**config.mk**
```make
export PLATFORM = sky130hd
export DESIGN_NAME = loop_pair_speed_trap_core
export DESIGN_NICKNAME = d
export VERILOG_FILES = /design/src/rtl/lpst_pkg.sv /design/src/rtl/lpst_div.sv /design/src/rtl/loop_pair_speed_trap_core.sv
export SDC_FILE = /design/constraint.sdc
export NUM_CORES = 1
export LEC_CHECK = 0
export BUFFER_PORTS_ARGS = -buffer_cell sky130_fd_sc_hd__buf_4
export CAP_MARGIN = 10
export CORE_ASPECT_RATIO = 0.7
export CORE_UTILIZATION = 55
export DETAILED_ROUTE_END_ITERATION = 7
export GPL_ROUTABILITY_DRIVEN = 0
export PLACE_DENSITY_LB_ADDON = 0.25
export SETUP_SLACK_MARGIN = 0.1
export SYNTH_ARGS = -nofsm -noshare
export SYNTH_HDL_FRONTEND = slang
export SYNTH_SLANG_ARGS = --single-unit
```
**constraint.sdc**
```tcl
create_clock -name clk -period 8.1 [get_ports clk]
set_clock_uncertainty 0.05 [all_clocks]
set_input_delay 0 -clock clk [delete_from_list [all_inputs] [get_ports clk]]
set_output_delay 0 -clock clk [all_outputs]
set_load 0.02 [all_outputs]
```
**src/rtl/lpst_pkg.sv**
```systemverilog
// Shared types and constants for the loop pair speed trap.
// No dependencies; used by every module of the block.
package lpst_pkg;

  localparam int DIGIT_W     = 4;
  localparam int SPEED_W     = 8;
  localparam int LIMIT_W     = 8;
  localparam int NUM_W       = 16;
  localparam int CFG_INDEX_W = 1;
  localparam int CFG_DATA_W  = 16;

  // register indexes
  localparam logic [CFG_INDEX_W-1:0] REG_SPEED_LIMIT     = 1'b0;
  localparam logic [CFG_INDEX_W-1:0] REG_SPEED_NUMERATOR = 1'b1;

  localparam logic [LIMIT_W-1:0] SPEED_LIMIT_RESET     = 8'd60;
  localparam logic [NUM_W-1:0]   SPEED_NUMERATOR_RESET = 16'd1440;

  // timebase
  localparam int TENTH_W  = 4;
  localparam int SECTICK_W = 7;
  localparam int SEC_W    = 2;
  localparam logic [TENTH_W-1:0]   SHORT_TENTH      = 4'd12;
  localparam logic [TENTH_W-1:0]   LONG_TENTH       = 4'd13;
  localparam logic [SECTICK_W-1:0] TICKS_PER_SECOND = 7'd125;
  localparam logic [SEC_W-1:0]     SEC_FLASH_OFF    = 2'd1;
  localparam logic [SEC_W-1:0]     SEC_CLEAR        = 2'd3;

  // display
  localparam logic [SPEED_W-1:0] DISPLAY_MAX = 8'd99;
  localparam logic [SPEED_W-1:0] SPEED_MAX   = 8'd255;
  localparam logic [DIGIT_W-1:0] DIGIT_NINE  = 4'd9;
  localparam logic [DIGIT_W-1:0] DIGIT_TEN   = 4'd10;
  // x / 10 == (x * 205) >> 11 for x below 1024
  localparam logic [7:0] RECIP_TEN       = 8'd205;
  localparam int         RECIP_TEN_SHIFT = 11;
  localparam int         DIGVAL_W        = 7;

  // divider
  localparam int DIV_W     = 16;
  localparam int DIV_CNT_W = $clog2(DIV_W);

  typedef struct packed {
    logic busy;
    logic done;
  } div_stat_t;

endpackage

```
**src/rtl/lpst_div.sv**
```systemverilog
// Restoring shift-subtract divider, one quotient bit per cycle.
// Depends on lpst_pkg.
module lpst_div (
  input  logic                       clk,
  input  logic                       rst,
  input  logic                       start,
  input  logic [lpst_pkg::DIV_W-1:0] dividend,
  input  logic [lpst_pkg::DIV_W-1:0] divisor,
  output lpst_pkg::div_stat_t        stat,
  output logic [lpst_pkg::DIV_W-1:0] quotient
);
  import lpst_pkg::*;

  logic                 busy;
  logic                 done;
  logic [DIV_CNT_W-1:0] cnt;
  logic [DIV_W-1:0]     rem;
  logic [DIV_W-1:0]     quo;
  logic [DIV_W-1:0]     dsr;
  logic [DIV_W:0]       trial;

  assign trial = {rem, quo[DIV_W-1]} - {1'b0, dsr};

  always_ff @(posedge clk) begin
    if (rst) begin
      busy <= 1'b0;
      done <= 1'b0;
      cnt  <= '0;
    end else begin
      done <= 1'b0;
      if (start) begin
        busy <= 1'b1;
        cnt  <= '0;
      end else if (busy) begin
        cnt <= cnt + 1'b1;
        if (cnt == DIV_CNT_W'(DIV_W - 1)) begin
          busy <= 1'b0;
          done <= 1'b1;
        end
      end
    end
  end

  always_ff @(posedge clk) begin
    if (start) begin
      rem <= '0;
      quo <= dividend;
      dsr <= divisor;
    end else if (busy) begin
      // trial sign bit clear: divisor fits in the shifted remainder
      if (!trial[DIV_W]) begin
        rem <= trial[DIV_W-1:0];
        quo <= {quo[DIV_W-2:0], 1'b1};
      end else begin
        rem <= {rem[DIV_W-2:0], quo[DIV_W-1]};
        quo <= {quo[DIV_W-2:0], 1'b0};
      end
    end
  end

  assign stat.busy = busy;
  assign stat.done = done;
  assign quotient  = quo;

endmodule

```
**src/rtl/loop_pair_speed_trap_core.sv**
```systemverilog
// Loop pair speed trap: timebase, measurement sequencer and display state.
// Depends on lpst_pkg and lpst_div.
// Sequence: an accepted item moves to ST_FIN, which loads its result into the output
// registers; an exit-loop item with no entry loop and a nonzero tenths count first runs
// the divider in ST_DIV (16 divider steps). No new item is taken before the result is
// loaded; a held output stalls ST_FIN. Synchronous reset restores register defaults.
module loop_pair_speed_trap_core (
  input  logic                             clk,
  input  logic                             rst,
  input  logic                             in_valid,
  output logic                             in_stall,
  input  logic                             func,
  input  logic                             entry_loop_active,
  input  logic                             exit_loop_active,
  output logic                             out_valid,
  input  logic                             out_stall,
  output logic [lpst_pkg::DIGIT_W-1:0]     tens_digit,
  output logic [lpst_pkg::DIGIT_W-1:0]     units_digit,
  output logic                             flash_on,
  output logic [lpst_pkg::SPEED_W-1:0]     measured_speed,
  input  logic                             cfg_write,
  input  logic [lpst_pkg::CFG_INDEX_W-1:0] cfg_index,
  input  logic [lpst_pkg::CFG_DATA_W-1:0]  cfg_data
);
  import lpst_pkg::*;

  localparam logic [1:0] ST_IDLE = 2'd0;
  localparam logic [1:0] ST_DIV  = 2'd1;
  localparam logic [1:0] ST_FIN  = 2'd2;

  logic [1:0] state;

  logic [LIMIT_W-1:0] speed_limit;
  logic [NUM_W-1:0]   speed_numerator;

  logic [TENTH_W-1:0]   tick_in_tenth,  tick_in_tenth_next;
  logic                 long_phase,     long_phase_next;
  logic [NUM_W-1:0]     tenths_count,   tenths_count_next;
  logic [SECTICK_W-1:0] tick_in_second, tick_in_second_next;
  logic [SEC_W-1:0]     elapsed_seconds, elapsed_seconds_next;
  logic [DIGIT_W-1:0]   shown_tens,     shown_tens_next;
  logic [DIGIT_W-1:0]   shown_units,    shown_units_next;
  logic                 flash_level,    flash_level_next;

  logic item_func, item_entry, item_exit;
  logic [SPEED_W-1:0] speed;

  logic accept, out_free, load, measure;
  logic [TENTH_W-1:0]   tit_inc;
  logic [SECTICK_W-1:0] tis_inc;
  logic [SEC_W-1:0]     es_step;
  logic [DIGVAL_W-1:0]  dig_val;
  logic [14:0]          dig_prod;
  logic [DIGIT_W-1:0]   dig_tens;
  logic [DIGVAL_W-1:0]  dig_units;

  div_stat_t        div_stat;
  logic [DIV_W-1:0] div_quo;

  assign in_stall = rst || (state != ST_IDLE);
  assign accept   = in_valid && !in_stall;
  assign out_free = !out_valid || !out_stall;
  assign load     = (state == ST_FIN) && out_free;
  // both loops at once start no measurement; the entry loop clears the count
  assign measure  = func && exit_loop_active && !entry_loop_active && (tenths_count != '0);

  lpst_div u_div (
    .clk      (clk),
    .rst      (rst),
    .start    (accept && measure),
    .dividend (speed_numerator),
    .divisor  (tenths_count),
    .stat     (div_stat),
    .quotient (div_quo)
  );

  // configuration
  always_ff @(posedge clk) begin
    if (rst) begin
      speed_limit     <= SPEED_LIMIT_RESET;
      speed_numerator <= SPEED_NUMERATOR_RESET;
    end else if (cfg_write) begin
      unique case (cfg_index)
        REG_SPEED_LIMIT:     speed_limit     <= cfg_data[LIMIT_W-1:0];
        REG_SPEED_NUMERATOR: speed_numerator <= cfg_data[NUM_W-1:0];
      endcase
    end
  end

  // speed below 99 split into digits by reciprocal multiply
  assign dig_val   = speed[DIGVAL_W-1:0];
  assign dig_prod  = {1'b0, dig_val} * {7'd0, RECIP_TEN};
  assign dig_tens  = dig_prod[RECIP_TEN_SHIFT +: DIGIT_W];
  assign dig_units = dig_val - (DIGVAL_W'(dig_tens) * DIGVAL_W'(DIGIT_TEN));

  always_comb begin
    tick_in_tenth_next   = tick_in_tenth;
    long_phase_next      = long_phase;
    tenths_count_next    = tenths_count;
    tick_in_second_next  = tick_in_second;
    elapsed_seconds_next = elapsed_seconds;
    shown_tens_next      = shown_tens;
    shown_units_next     = shown_units;
    flash_level_next     = flash_level;
    tit_inc = tick_in_tenth + 1'b1;
    tis_inc = tick_in_second + 1'b1;
    es_step = elapsed_seconds + 1'b1;

    if (!item_func) begin
      tick_in_tenth_next  = tit_inc;
      tick_in_second_next = tis_inc;
      // tenths alternate 12 and 13 ticks
      if ((tit_inc >= SHORT_TENTH && !long_phase) || tit_inc >= LONG_TENTH) begin
        if (tenths_count != '1) begin
          tenths_count_next = tenths_count + 1'b1;
        end
        tick_in_tenth_next = '0;
        long_phase_next    = !long_phase;
      end
      if (tis_inc >= TICKS_PER_SECOND) begin
        elapsed_seconds_next = es_step;
        tick_in_second_next  = '0;
      end
    end else begin
      if (item_entry) begin
        tenths_count_next = '0;
      end
      if (item_exit) begin
        elapsed_seconds_next = '0;
        if (speed > speed_limit) begin
          flash_level_next = 1'b1;
        end
      end
    end

    if (elapsed_seconds_next == SEC_FLASH_OFF) begin
      flash_level_next = 1'b0;
    end
    if (elapsed_seconds_next == SEC_CLEAR) begin
      elapsed_seconds_next = '0;
      shown_tens_next      = '0;
      shown_units_next     = '0;
      flash_level_next     = 1'b0;
    end
    if (speed != '0) begin
      if (speed >= DISPLAY_MAX) begin
        shown_tens_next  = DIGIT_NINE;
        shown_units_next = DIGIT_NINE;
      end else begin
        shown_tens_next  = dig_tens;
        shown_units_next = dig_units[DIGIT_W-1:0];
      end
    end
  end

  // sequencer and block state
  always_ff @(posedge clk) begin
    if (rst) begin
      state           <= ST_IDLE;
      tick_in_tenth   <= '0;
      long_phase      <= 1'b0;
      tenths_count    <= '0;
      tick_in_second  <= '0;
      elapsed_seconds <= '0;
      shown_tens      <= '0;
      shown_units     <= '0;
      flash_level     <= 1'b0;
      out_valid       <= 1'b0;
    end else begin
      if (load) begin
        out_valid <= 1'b1;
      end else if (out_valid && !out_stall) begin
        out_valid <= 1'b0;
      end
      unique case (state)
        ST_IDLE: begin
          if (accept) begin
            state <= measure ? ST_DIV : ST_FIN;
          end
        end
        ST_DIV: begin
          if (div_stat.done) begin
            state <= ST_FIN;
          end
        end
        ST_FIN: begin
          if (out_free) begin
            state           <= ST_IDLE;
            tick_in_tenth   <= tick_in_tenth_next;
            long_phase      <= long_phase_next;
            tenths_count    <= tenths_count_next;
            tick_in_second  <= tick_in_second_next;
            elapsed_seconds <= elapsed_seconds_next;
            shown_tens      <= shown_tens_next;
            shown_units     <= shown_units_next;
            flash_level     <= flash_level_next;
          end
        end
        default: state <= ST_IDLE;
      endcase
    end
  end

  // item and payload registers
  always_ff @(posedge clk) begin
    if (accept) begin
      item_func  <= func;
      item_entry <= entry_loop_active;
      item_exit  <= exit_loop_active;
      speed      <= '0;
    end else if (state == ST_DIV && div_stat.done) begin
      speed <= (div_quo > DIV_W'(SPEED_MAX)) ? SPEED_MAX : div_quo[SPEED_W-1:0];
    end
    if (load) begin
      tens_digit     <= shown_tens_next;
      units_digit    <= shown_units_next;
      flash_on       <= flash_level_next;
      measured_speed <= speed;
    end
  end

endmodule

```
==> qor.txt <==
complex-gate fraction of the synthesized area: 0.131
Hold/Removal Path Class: input port to register
GRT Util Overall: 0.245
initial core utilization: 0.575
final hold viol count: 0
Final period util: 0.653
met3 usage: 0.0522
minimum clock period: 5290 ps
die footprint: 0.0153 mm²
Achievable Freq: 189 MHz
layer with the highest usage: met1
internal power: 1300 µW
Synth Area in XOR/XNOR: 0.0505
Final setup viols: 0
sw frac: 0.257
Seq/Total Area, Yosys: 0.427
total I/O pin count: 44
crit path kind: register to register
total wire length: 18000 µm
DR vias: 6387
RSZ-0062 raised after global routing: no
fin util: 0.663
met1 Use GR: 0.393
PnR worst setup slack: 2810 ps
PortBufs: 43
hpwl dp: 12600 µm
chip width: 148 µm
clk root buf: clkbuf_16
CTS clk-pin slew, worst paths: 70 ps
Tightest Pin Transition: 1110 ps
largest family of logic cells by synthesized area: simple AND/OR/NAND/NOR gates
global-route met2 utilization: 0.329
core region area: 0.0142 mm²
peak supply drop: 0.000138 V
Final Net Count: 1046
first-pass GRT wire length: 29700 µm
net count after synthesis: 988
Synth Area in Simple Gates: 0.192
Initial DRT Pass Iterations: 5
Pleak: 0.00413 µW
vias in the first global route: 5886
initial DRC count: 530
average instance area after synthesis: 9.24 µm²
Seq cells post-synth: 148
Worst Path Arrival: 5530 ps
CTS sink cnt: 148
routed len/inst: 15.7 µm
synth warn: 0
commonest non-fill, non-tap cell in the layout: nand2_1
Logic pwr share: 0.095
largest net degree at the start of global routing: 49
total negative slack: 0 ps
async set-reset flop share out of synthesis: 0
ANT cells: 0
status: completed
Data required, critical path: 8340 ps
# rows: 36
Routed Antenna Nets: 0
H-tree levels: 4
worst skew pair latency: 420 ps
crit path max fanout: 7
clock share of power: 0.439
Adder-Cell Fraction of Synth Area: 0.132
Worst Setup Start Kind: register
Layout area overhead: 15.3%
multiplexer share of the synthesized area: 0.0202
nature of the critical path endpoint: register
most frequent cells in the layout: nand2_1, dfxtp_1, nor2_1, ha_1, a21oi_1
Syn Inst Count: 883
Final Max Slew Viols: 0
Seq pwr share: 0.465
number of max-cap violations: 0
Worst slew margin: 0.256
Setup Buffers After CTS: 0
Switch Pwr: 447 µW
Max clock buf depth: 2
TritonCTS buffer count: 17
die span in y: 104 µm
initial antenna violation count: 0
grt ovf: 0
DR vias/cell: 5.58
Synth Cell Area: 0.00816 mm²
Top FF cell, synth: dfxtp_1
EDFF count, synth: 52
power density cells: 185 mW/mm²
Synth cell types: 73
Remaining DRCs: 0
worst slack, placed: 2940 ps
CTS tree: yes
Pwr Total: 1740 µW
share of layout cells above drive strength 1: 0.112
==> cells in the mapped netlist (2+ instances only) <==
master,instances,area [µm²]
mux2i_1,15,150
dfxtp_1,96,1920
o2bb2ai_1,2,17.5
o21a_1,9,67.6
ha_1,70,876
clkbuf_8,2,27.5
o31ai_1,4,30.0
nand2b_1,10,62.6
fa_1,10,200
nand4_1,11,68.8
edfxtp_1,52,1560
nand3_1,28,140
a21o_1,6,45.0
nor3b_1,4,30.0
and2_1,2,12.5
nor2_1,83,312
a21boi_0,3,22.5
and3_1,5,31.3
nor4b_1,3,26.3
o22ai_1,2,12.5
or2_2,5,31.3
xor2_1,12,105
nor2b_1,7,43.8
nand2_1,121,454
inv_1,61,229
nor3_1,20,100
nor4_1,9,56.3
a211oi_1,5,37.5
o21ai_0,33,165
and4_1,3,26.3
a32o_2,4,45.0
clkbuf_1,22,82.6
xnor2_1,35,307
a21o_2,3,26.3
buf_4,2,15.0
a21oi_1,66,330
nand3b_1,6,45.0
a22o_2,2,20.0
o211ai_1,7,52.6
a41oi_1,3,26.3
buf_1,3,11.3
o311ai_0,2,17.5
or3_1,4,25.0
nand2_2,2,12.5
==> metrics by stage <==
step / std cells / hold slack [ps] / area (µm²)
finish: 1144 / 95.7 / 9400
global route: 1144 / 139 / 9400
CTS: 1144 / 75.5 / 9400
detailed placement: 1090 / 140 / 8610
global placement: 1090 / 143 / 8610
floorplan: 883 / 48.9 / 8160
==> area by class of cell <==
| cell class | instances | area [µm²] |
|---|---|---|
| Fill cell | 1126 | 4790 |
| Multi-Input combinational cell | 642 | 4290 |
| Sequential cell | 148 | 3480 |
| Timing Repair Buffer | 70 | 581 |
| Clock buffer | 19 | 464 |
| Tap cell | 190 | 238 |
| Inverter | 62 | 233 |
| Clock inverter | 13 | 113 |
==> power groups by stage <==
stage | logic, µW | registers (µW) | clock network (µW)
floorplan | 113 | 825 | 0
global placement | 152 | 826 | 0
detailed placement | 155 | 826 | 0
CTS | 165 | 810 | 777
global route | 184 | 813 | 805
finish | 166 | 811 | 766
==> final timing paths <==
| path | start | end | slack [ps] | cells past startpoint |
|---|---|---|---|---|
| setup / recovery | speed[2] | shown_units[3] | 2810 | 19 |
| hold / removal | cfg_index | speed_limit[2] | 100 | 3 |
| setup reg to reg | speed[2] | shown_units[3] | 2810 | 19 |
| hold reg to reg | speed_numerator[13] | speed_numerator[13] | 410 | 2 |
==> kinds of logic after synthesis <==
logic type / count (synthesis)
fa+ha+maj: 80
buf+inv: 93
compound gates: 167
mux: 16
simple gates: 332
xor+xnor: 47
flops: 148
==> state kept, by name, indices dropped and copies added, names as in the netlist, 2 cells and up <==
name and flops:
speed_numerator 16, tenths_count 16, u_div.dsr 16, u_div.quotient 16, u_div.rem 16, measured_speed 8, speed 8, speed_limit 8
tick_in_second 7, shown_tens 4, shown_units 4, tens_digit 4, tick_in_tenth 4, u_div.cnt 4, units_digit 4, elapsed_seconds 2
state 2
==> critical path, stage by stage (launching register included) <==
cell and delay [ps]:
dfxtp_1 490, inv_1 190, ha_1 380, ha_1 210, fa_1 470, inv_1 60, fa_1 500, inv_1 40
ha_1 200, nor3_1 280, a21oi_1 140, a21oi_1 340, o21bai_1 150, xor2_1 210, fa_1 450, xnor2_1 190
xnor2_1 110, xnor2_1 240, nor2_1 90, o311ai_0 360
==> repair_timing <==
action                                  in CTS  in global routing
hold buffers                                22                  0
resized for setup                            0                  0
endpoints found under the setup margin       0                  0
endpoints found under the hold margin       37                  0
==> routing by layer <==
layer / vias up / share of wire
li1: 3207 / -
met1: 2947 / 0.52
met2: 215 / 0.39
met3: 18 / 0.078
met4: 0 / 0.0093
met5: - / 0
Note: power is estimated with default switching activity, not from simulation.
